==> src/sv/frm_pkg.sv <==
// Package for the rolling frame-rate meter.
// Holds shared widths, constants, controller states, command/status structs and clamp.
// No dependencies.
package frm_pkg;

    localparam int MAX_WINDOW = 1024;
    localparam int ADDR_W     = $clog2(MAX_WINDOW);
    localparam int CNT_W      = ADDR_W + 1;
    localparam int WL_W       = 11;
    localparam int TS_W       = 48;
    localparam int IV_W       = 32;
    localparam int SUM_W      = IV_W + ADDR_W;
    localparam int RATE_W     = 32;
    localparam int FRAC_W     = 16;
    localparam int US_W       = 20;
    localparam int PROD_W     = CNT_W + US_W;
    localparam int NUM_W      = PROD_W + FRAC_W;
    localparam int DIV_CNT_W  = $clog2(NUM_W + 1);
    localparam int CLAMP_W    = (WL_W > CNT_W) ? WL_W : CNT_W;

    localparam logic [US_W-1:0] US_PER_S   = US_W'(1000000);
    localparam logic [WL_W-1:0] WL_RESET   = WL_W'(15);
    localparam int              MIN_WINDOW = 2;

    typedef enum logic [3:0] {
        S_IDLE,
        S_DELTA,
        S_SUB,
        S_ADD,
        S_DIV_INIT,
        S_DIV,
        S_DONE,
        S_SWEEP
    } t_state;

    typedef struct packed {
        logic load_item;
        logic cfg_write;
        logic delta;
        logic sub;
        logic add;
        logic div_init;
        logic div_step;
        logic load_out;
        logic sweep;
    } t_cmd;

    typedef struct packed {
        logic shrink;
        logic sweep_done;
        logic div_done;
        logic out_free;
    } t_status;

    function automatic logic [CNT_W-1:0] clamp_window(input logic [WL_W-1:0] w);
        logic [CLAMP_W-1:0] wx;
        wx = CLAMP_W'(w);
        if (wx < CLAMP_W'(MIN_WINDOW)) begin
            return CNT_W'(MIN_WINDOW);
        end
        if (wx > CLAMP_W'(MAX_WINDOW)) begin
            return CNT_W'(MAX_WINDOW);
        end
        return CNT_W'(wx);
    endfunction

endpackage

==> src/sv/frm_ctrl.sv <==
// Controller state machine for the rolling frame-rate meter.
// Depends on frm_pkg; drives frm_dp through t_cmd, reads t_status.
module frm_ctrl (
    input  logic             i_clk,
    input  logic             i_rst_n,
    input  logic             i_valid,
    output logic             o_ready,
    input  logic             i_cfg_valid,
    output logic             o_cfg_ready,
    input  frm_pkg::t_status i_status,
    output frm_pkg::t_cmd    o_cmd
);

    frm_pkg::t_state r_state;
    frm_pkg::t_state n_state;

    always_ff @(posedge i_clk) begin
        if (!i_rst_n) begin
            r_state <= frm_pkg::S_IDLE;
        end else begin
            r_state <= n_state;
        end
    end

    always_comb begin
        n_state     = r_state;
        o_cmd       = '0;
        o_ready     = 1'b0;
        o_cfg_ready = 1'b0;
        case (r_state)
            frm_pkg::S_IDLE: begin
                o_cfg_ready = 1'b1;
                o_ready     = !i_cfg_valid;
                if (i_cfg_valid) begin
                    o_cmd.cfg_write = 1'b1;
                    if (i_status.shrink) begin
                        n_state = frm_pkg::S_SWEEP;
                    end
                end else if (i_valid) begin
                    o_cmd.load_item = 1'b1;
                    n_state         = frm_pkg::S_DELTA;
                end
            end
            frm_pkg::S_DELTA: begin
                o_cmd.delta = 1'b1;
                n_state     = frm_pkg::S_SUB;
            end
            frm_pkg::S_SUB: begin
                o_cmd.sub = 1'b1;
                n_state   = frm_pkg::S_ADD;
            end
            frm_pkg::S_ADD: begin
                o_cmd.add = 1'b1;
                n_state   = frm_pkg::S_DIV_INIT;
            end
            frm_pkg::S_DIV_INIT: begin
                o_cmd.div_init = 1'b1;
                n_state        = frm_pkg::S_DIV;
            end
            frm_pkg::S_DIV: begin
                if (i_status.div_done) begin
                    n_state = frm_pkg::S_DONE;
                end else begin
                    o_cmd.div_step = 1'b1;
                end
            end
            frm_pkg::S_DONE: begin
                if (i_status.out_free) begin
                    o_cmd.load_out = 1'b1;
                    n_state        = frm_pkg::S_IDLE;
                end
            end
            frm_pkg::S_SWEEP: begin
                if (i_status.sweep_done) begin
                    n_state = frm_pkg::S_IDLE;
                end else begin
                    o_cmd.sweep = 1'b1;
                end
            end
            default: begin
                n_state = frm_pkg::S_IDLE;
            end
        endcase
    end

    a_accept_starts: assert property (@(posedge i_clk) disable iff (!i_rst_n)
        (i_valid && o_ready) |=> (r_state == frm_pkg::S_DELTA))
        else $error("accepted transaction did not start the update");

    a_cfg_not_busy: assert property (@(posedge i_clk) disable iff (!i_rst_n)
        (r_state != frm_pkg::S_IDLE) |-> (!o_ready && !o_cfg_ready))
        else $error("ready raised while busy");

endmodule

==> config.mk <==
export PLATFORM = sky130hd
export DESIGN_NAME = frm_ctrl
export DESIGN_NICKNAME = d
export VERILOG_FILES = /design/src/sv/frm_pkg.sv /design/src/sv/frm_ctrl.sv
export SDC_FILE = /design/constraint.sdc
export NUM_CORES = 1
export LEC_CHECK = 0
export ABC_AREA = 1
export BUFFER_PORTS_ARGS = -buffer_cell sky130_fd_sc_hd__buf_2
export CORE_AREA = 2 2 39 41
export CTS_CLUSTER_DIAMETER = 60
export CTS_CLUSTER_SIZE = 14
export DETAILED_ROUTE_END_ITERATION = 8
export DIE_AREA = 0 0 41 43
export PLACE_DENSITY = 0.58
export SYNTH_ARGS = -nofsm -noshare
export SYNTH_HDL_FRONTEND = slang
export SYNTH_SLANG_ARGS = --single-unit
==> constraint.sdc <==
create_clock -name i_clk -period 1.73 [get_ports i_clk]
set_input_delay 0.519 -clock i_clk [delete_from_list [all_inputs] [get_ports i_clk]]
set_output_delay 0.519 -clock i_clk [all_outputs]
set_load 0.03 [all_outputs]
Word-level counts from Yosys, hierarchy flattened
Index checks and enable logic that the tools add are counted.
- add/subtract/negate cells: 0
- multipliers: 0
- divide/modulo/power cells: 0
- $lt $le $gt $ge: 0
- eq/ne operators: 12
- shift operators: 0
- multiplexer cells: 23
- bitwise operators: 0
- reduce and logical (&&, ||, !) cells: 3
- operators by type and width (kind ; number):
    $pmux 4 s8 ; 1
    $mux 4 ; 6
    $eq 4x3->1 const B ; 4
    $mux 1 ; 15
    $eq 4x2->1 const B ; 2
    $ne 2x2->1 const B ; 3
    $ne 3x3->1 const B ; 2
    $reduce_and 5->1 ; 1
    $eq 4x1->1 const B ; 1
    $logic_not 4->1 ; 1
    $mux 2 ; 1
    $logic_not 1->1 ; 1
- register bits: 4
- latch bits: 0
- memory bits (writable): 0
- memory bits (read-only): 0
- input bits: 8
- word-level logic and storage cells: 39
- memories: 0

Longest topological paths before layout
- depth in word-level cells: 3
- gate-level depth with buffers: 9

Worst setup path after synthesis
OpenSTA, ideal clock, no wires.
- path type: reg2out
- start: register r_state[0]
- end: output port o_cmd[8] in the netlist's numbering
- data arrival time: 1519 ps
- required time: 1211 ps
- path slack: -308 ps
- stages on the path, launching flop included: 7
- path buffers: 1
- cells stage by stage: dfxtp_1 -> buf_6 -> inv_8 -> nand2_4 -> nor2_4 -> inv_1 -> nor3_1
- RTL lines (what ; RTL line ; text):
    from (decl) ; frm_ctrl.sv:14 ; frm_pkg::t_state r_state;
    from (signal assigned) ; frm_ctrl.sv:19 ; r_state <= frm_pkg::S_IDLE;
    from (signal assigned) ; frm_ctrl.sv:21 ; r_state <= n_state;
    to (decl) ; frm_ctrl.sv:11 ; output frm_pkg::t_cmd o_cmd

==> impl_metrics.prom <==
# TYPE chip_impl_metric gauge
chip_impl_metric{name="gp_congestion",unit=""} 0.7399
chip_impl_info{name="largest_register",value="r_state"} 1
chip_impl_metric{name="row_count",unit=""} 14
chip_impl_metric{name="power_leakage",unit="nW"} 0.3792
chip_impl_metric{name="synth-edff-count",unit=""} 0
chip_impl_metric{name="synthesis.area_per_instance",unit="sq um"} 6.994
chip_impl_metric{name="power",unit="mW"} 1.208
chip_impl_metric{name="path_depth",unit=""} 6
chip_impl_metric{name="slew_violations",unit=""} 0
chip_impl_metric{name="via_count_of_the_first_global_routing_pass",unit=""} 384
chip_impl_info{name="status",value="finished with violations"} 1
chip_impl_metric{name="period_minus_slack",unit="ps"} 1748
chip_impl_metric{name="clock_tree.buffer_depth",unit=""} 2
chip_impl_metric{name="grt_pass1_wl",unit="mm"} 1.531
chip_impl_metric{name="grt-ovfl-total",unit=""} 0
chip_impl_metric{name="tritoncts_num_sinks",unit=""} 3
chip_impl_metric{name="die_x",unit="microns"} 41
chip_impl_metric{name="detail_route.first_pass.iterations",unit=""} 4
chip_impl_info{name="ys.flop_type",value="dfxtp_1"} 1
chip_impl_info{name="critical_path.reg2reg.startpoint",value="r_state[0]"} 1
chip_impl_metric{name="pin_count",unit=""} 19
chip_impl_metric{name="report.final.setup_viol",unit=""} 1
chip_impl_info{name="synth_top_cells_by_count",value="11 x inv_1, 7 x nor2_1"} 1
chip_impl_metric{name="timing.final.ws_setup",unit="ps"} -17.62
chip_impl_metric{name="timing.critical_path.required",unit="ps"} 1210
chip_impl_info{name="yosys-top-cells-area",value="dfxtp_1 14%, nor2_4 13%, nand2_4 11%, inv_1 9.7%, buf_6 7.9%"} 1
chip_impl_metric{name="worst_r2r_path_depth",unit=""} 9
chip_impl_metric{name="cap_viol_max_count",unit=""} 0
chip_impl_metric{name="avgRoutedWirePerCell",unit="microns"} 9.569
chip_impl_metric{name="min_period_over_period",unit=""} 1.010
chip_impl_metric{name="synth.yosys.warnings",unit=""} 0
chip_impl_info{name="cts_root_buf",value="clkbuf_4"} 1
chip_impl_metric{name="floorplan.initialDensity",unit=""} 0.3083
chip_impl_info{name="worst_setup_path_endpoint",value="o_cmd[8]"} 1
chip_impl_metric{name="hpwl_detailed",unit="microns"} 756.2
chip_impl_info{name="violations",value="negative setup slack"} 1
chip_impl_info{name="cp_slowest_cell",value="dfxtp_4"} 1
chip_impl_info{name="rsz0062_at_grt",value="true"} 1
chip_impl_metric{name="antennaDiodeCount",unit=""} 0
chip_impl_info{name="critical-path-top-delay-family",value="flip-flops"} 1
chip_impl_metric{name="post_route_cells_drive_above_1_share",unit=""} 0.5814
chip_impl_metric{name="rrSetupSlack",unit="ps"} 440
chip_impl_metric{name="tightestPinTransition",unit="ps"} 177.5
chip_impl_metric{name="avgViaCountPerCell",unit=""} 4.520
chip_impl_metric{name="post-place-ws",unit="ps"} 85.43
chip_impl_metric{name="pin_count_of_the_biggest_net_entering_global_routing",unit=""} 9
chip_impl_metric{name="dr_total_vias",unit=""} 461
chip_impl_metric{name="ant_nets",unit=""} 0
chip_impl_metric{name="synth-async-reset-ratio",unit=""} 0
chip_impl_info{name="crit_chain",value="inv_8, nand2_4, nor2_4, inv_2, nor3_2, buf_4"} 1
chip_impl_metric{name="max_ffs_per_register",unit=""} 3
chip_impl_metric{name="slowest_delay",unit="ps"} 380
chip_impl_metric{name="slew_headroom",unit=""} 0.8807
chip_impl_metric{name="path_clk_slew",unit="ps"} 40
chip_impl_info{name="worst_setup_startpoint",value="r_state[0]"} 1
chip_impl_metric{name="synthDominantCellAreaShare",unit=""} 0.1408
chip_impl_metric{name="final_hold_viol_count",unit=""} 0
chip_impl_metric{name="postSynthNetCount",unit=""} 69
chip_impl_metric{name="cts-htree-levels",unit=""} 1
chip_impl_metric{name="pwr_density_cell",unit="nW/um^2"} 1939
chip_impl_info{name="yosys.cell_count.top_type",value="inv_1"} 1
chip_impl_info{name="capturing_point_of_the_worst_reg2reg_path",value="r_state[0]"} 1
chip_impl_metric{name="crit_path_max_fanout",unit=""} 6
chip_impl_info{name="crit_type",value="flip-flop to output pin"} 1
chip_impl_metric{name="wirelength",unit="microns"} 976
chip_impl_metric{name="seq_area_frac_synth",unit=""} 0.1408
chip_impl_metric{name="groute.usage.overall",unit=""} 0.1264
chip_impl_metric{name="finalClockSkew",unit="ps"} 7.569
chip_impl_info{name="reg_top3",value="r_state: 3 flops"} 1
chip_impl_info{name="timing.critical_path.to_type",value="output pin"} 1
chip_impl_metric{name="timing.setup.tns",unit="ps"} -17.62
chip_impl_metric{name="antenna_violations_before_repair",unit=""} 0
chip_impl_metric{name="post_synth_instance_area",unit="sq um"} 426.7
chip_impl_metric{name="num-nets-final",unit=""} 95
chip_impl_metric{name="path_buf_inv",unit=""} 3
chip_impl_metric{name="detail_route.iter0.violations",unit=""} 4
chip_impl_metric{name="fmax",unit="MHz"} 572.2
chip_impl_metric{name="die-area",unit="sq um"} 1763
chip_impl_metric{name="clock_latency",unit="ps"} 240
chip_impl_info{name="worst_setup_path_start_kind",value="flip-flop"} 1
chip_impl_info{name="netlist.top_cell.by_area",value="dfxtp_1"} 1
chip_impl_metric{name="io_buf_count",unit=""} 18
chip_impl_metric{name="yosys.cell_types.count",unit=""} 19
chip_impl_info{name="tritoncts",value="built"} 1
chip_impl_metric{name="synth_seq_cells",unit=""} 3
chip_impl_metric{name="core_area",unit="sq um"} 1384
chip_impl_metric{name="post_detailed_route_drc_marker_count",unit=""} 0
chip_impl_info{name="worst_hold_path_type",value="primary input to flip-flop"} 1
chip_impl_metric{name="mapped_cells",unit=""} 61
chip_impl_metric{name="clock_buffer_count_from_cts",unit=""} 3
chip_impl_metric{name="die-height",unit="microns"} 43
chip_impl_metric{name="area_growth_syn_to_layout",unit="%"} 46.04
chip_impl_metric{name="ir_drop",unit="uV"} 871.0
chip_impl_metric{name="arrival",unit="ps"} 1230
[timing repair]
item / CTS / global route
gates resized for setup: 7 / 11
endpoints found under the setup margin: 10 / 8
pin swaps: 0 / 1
hold buffers: 0 / 0
setup buffers: 0 / 3
[worst reg2reg max path, cell delays in order (launching register included)]
cell and delay [ps]:
dfxtp_4 410, inv_8 50, buf_4 140, nor2_4 120, nand2_4 50, buf_4 140
nand2_4 70, nor2_4 50, a21oi_1 110, nor2_1 50
[cell families (layout without fill, tap and decap cells)]
logic type             count (synthesis)  in the layout  share of synthesized area
and+or+nand+nor                       34             34                     0.5425
DFF                                    3              3                     0.1408
buffers and inverters                 18             43                     0.2463
AOI/OAI and AO/OA                      6              6                    0.07036
[cell usage in the layout, fill, tap and decap left out, drive strengths merged]
cell,instances
a21oi,5
buf,24
clkbuf,4
dfxtp,3
inv,15
nand2,10
nand3,7
nand4,1
nor2,12
nor3,4
o21ai,1
[layer usage]
metal | vias to the layer above | routed length, microns | GRT usage
met5 | - | 0 | 0
met4 | 0 | 22 | 0.08000
met3 | 4 | 69 | 0.01571
met2 | 18 | 460 | 0.1938
met1 | 201 | 423 | 0.1571
li1 | 238 | - | -
[per-stage QoR]
step	util	cell area, sq um	instances	hold slack [ps]
2_1_floorplan	-	434.2	61	603.4
3_3_place_gp	0.3852	533.0	95	689.3
3_5_place_dp	0.3852	533.0	95	696.0
4_1_cts	0.4159	575.6	99	509.1
5_1_grt	0.4503	623.1	102	534.0
6_report	0.4503	623.1	102	511.5
[final cells by class]
cell class	instances	area, sq um
well taps	16	20.02
repair buffers	24	157.7
multi-input cells	40	279.0
inverters	15	71.32
clock buffers	4	26.28
flip-flops and latches	3	68.82
fillers	151	760.7
[worst min path at each step]
stage	cells past startpoint	to	startpoint	slack (ps)
CTS	3	r_state[0]	i_rst_n	510
global route	3	r_state[0]	i_rst_n	530
detailed placement	2	r_state[0]	r_state[0]	700
floorplan	3	r_state[0]	r_state[0]	600
global placement	2	r_state[0]	r_state[0]	690
finish	3	r_state[0]	i_rst_n	510
[report_power, final]
part           switching (mW)  internal (mW)  total [mW]
clock network          0.0392         0.0866       0.126
logic                   0.530          0.329       0.860
registers              0.0998          0.123       0.222
total                   0.669          0.539        1.21
Note: power is estimated with default switching activity, not from simulation.
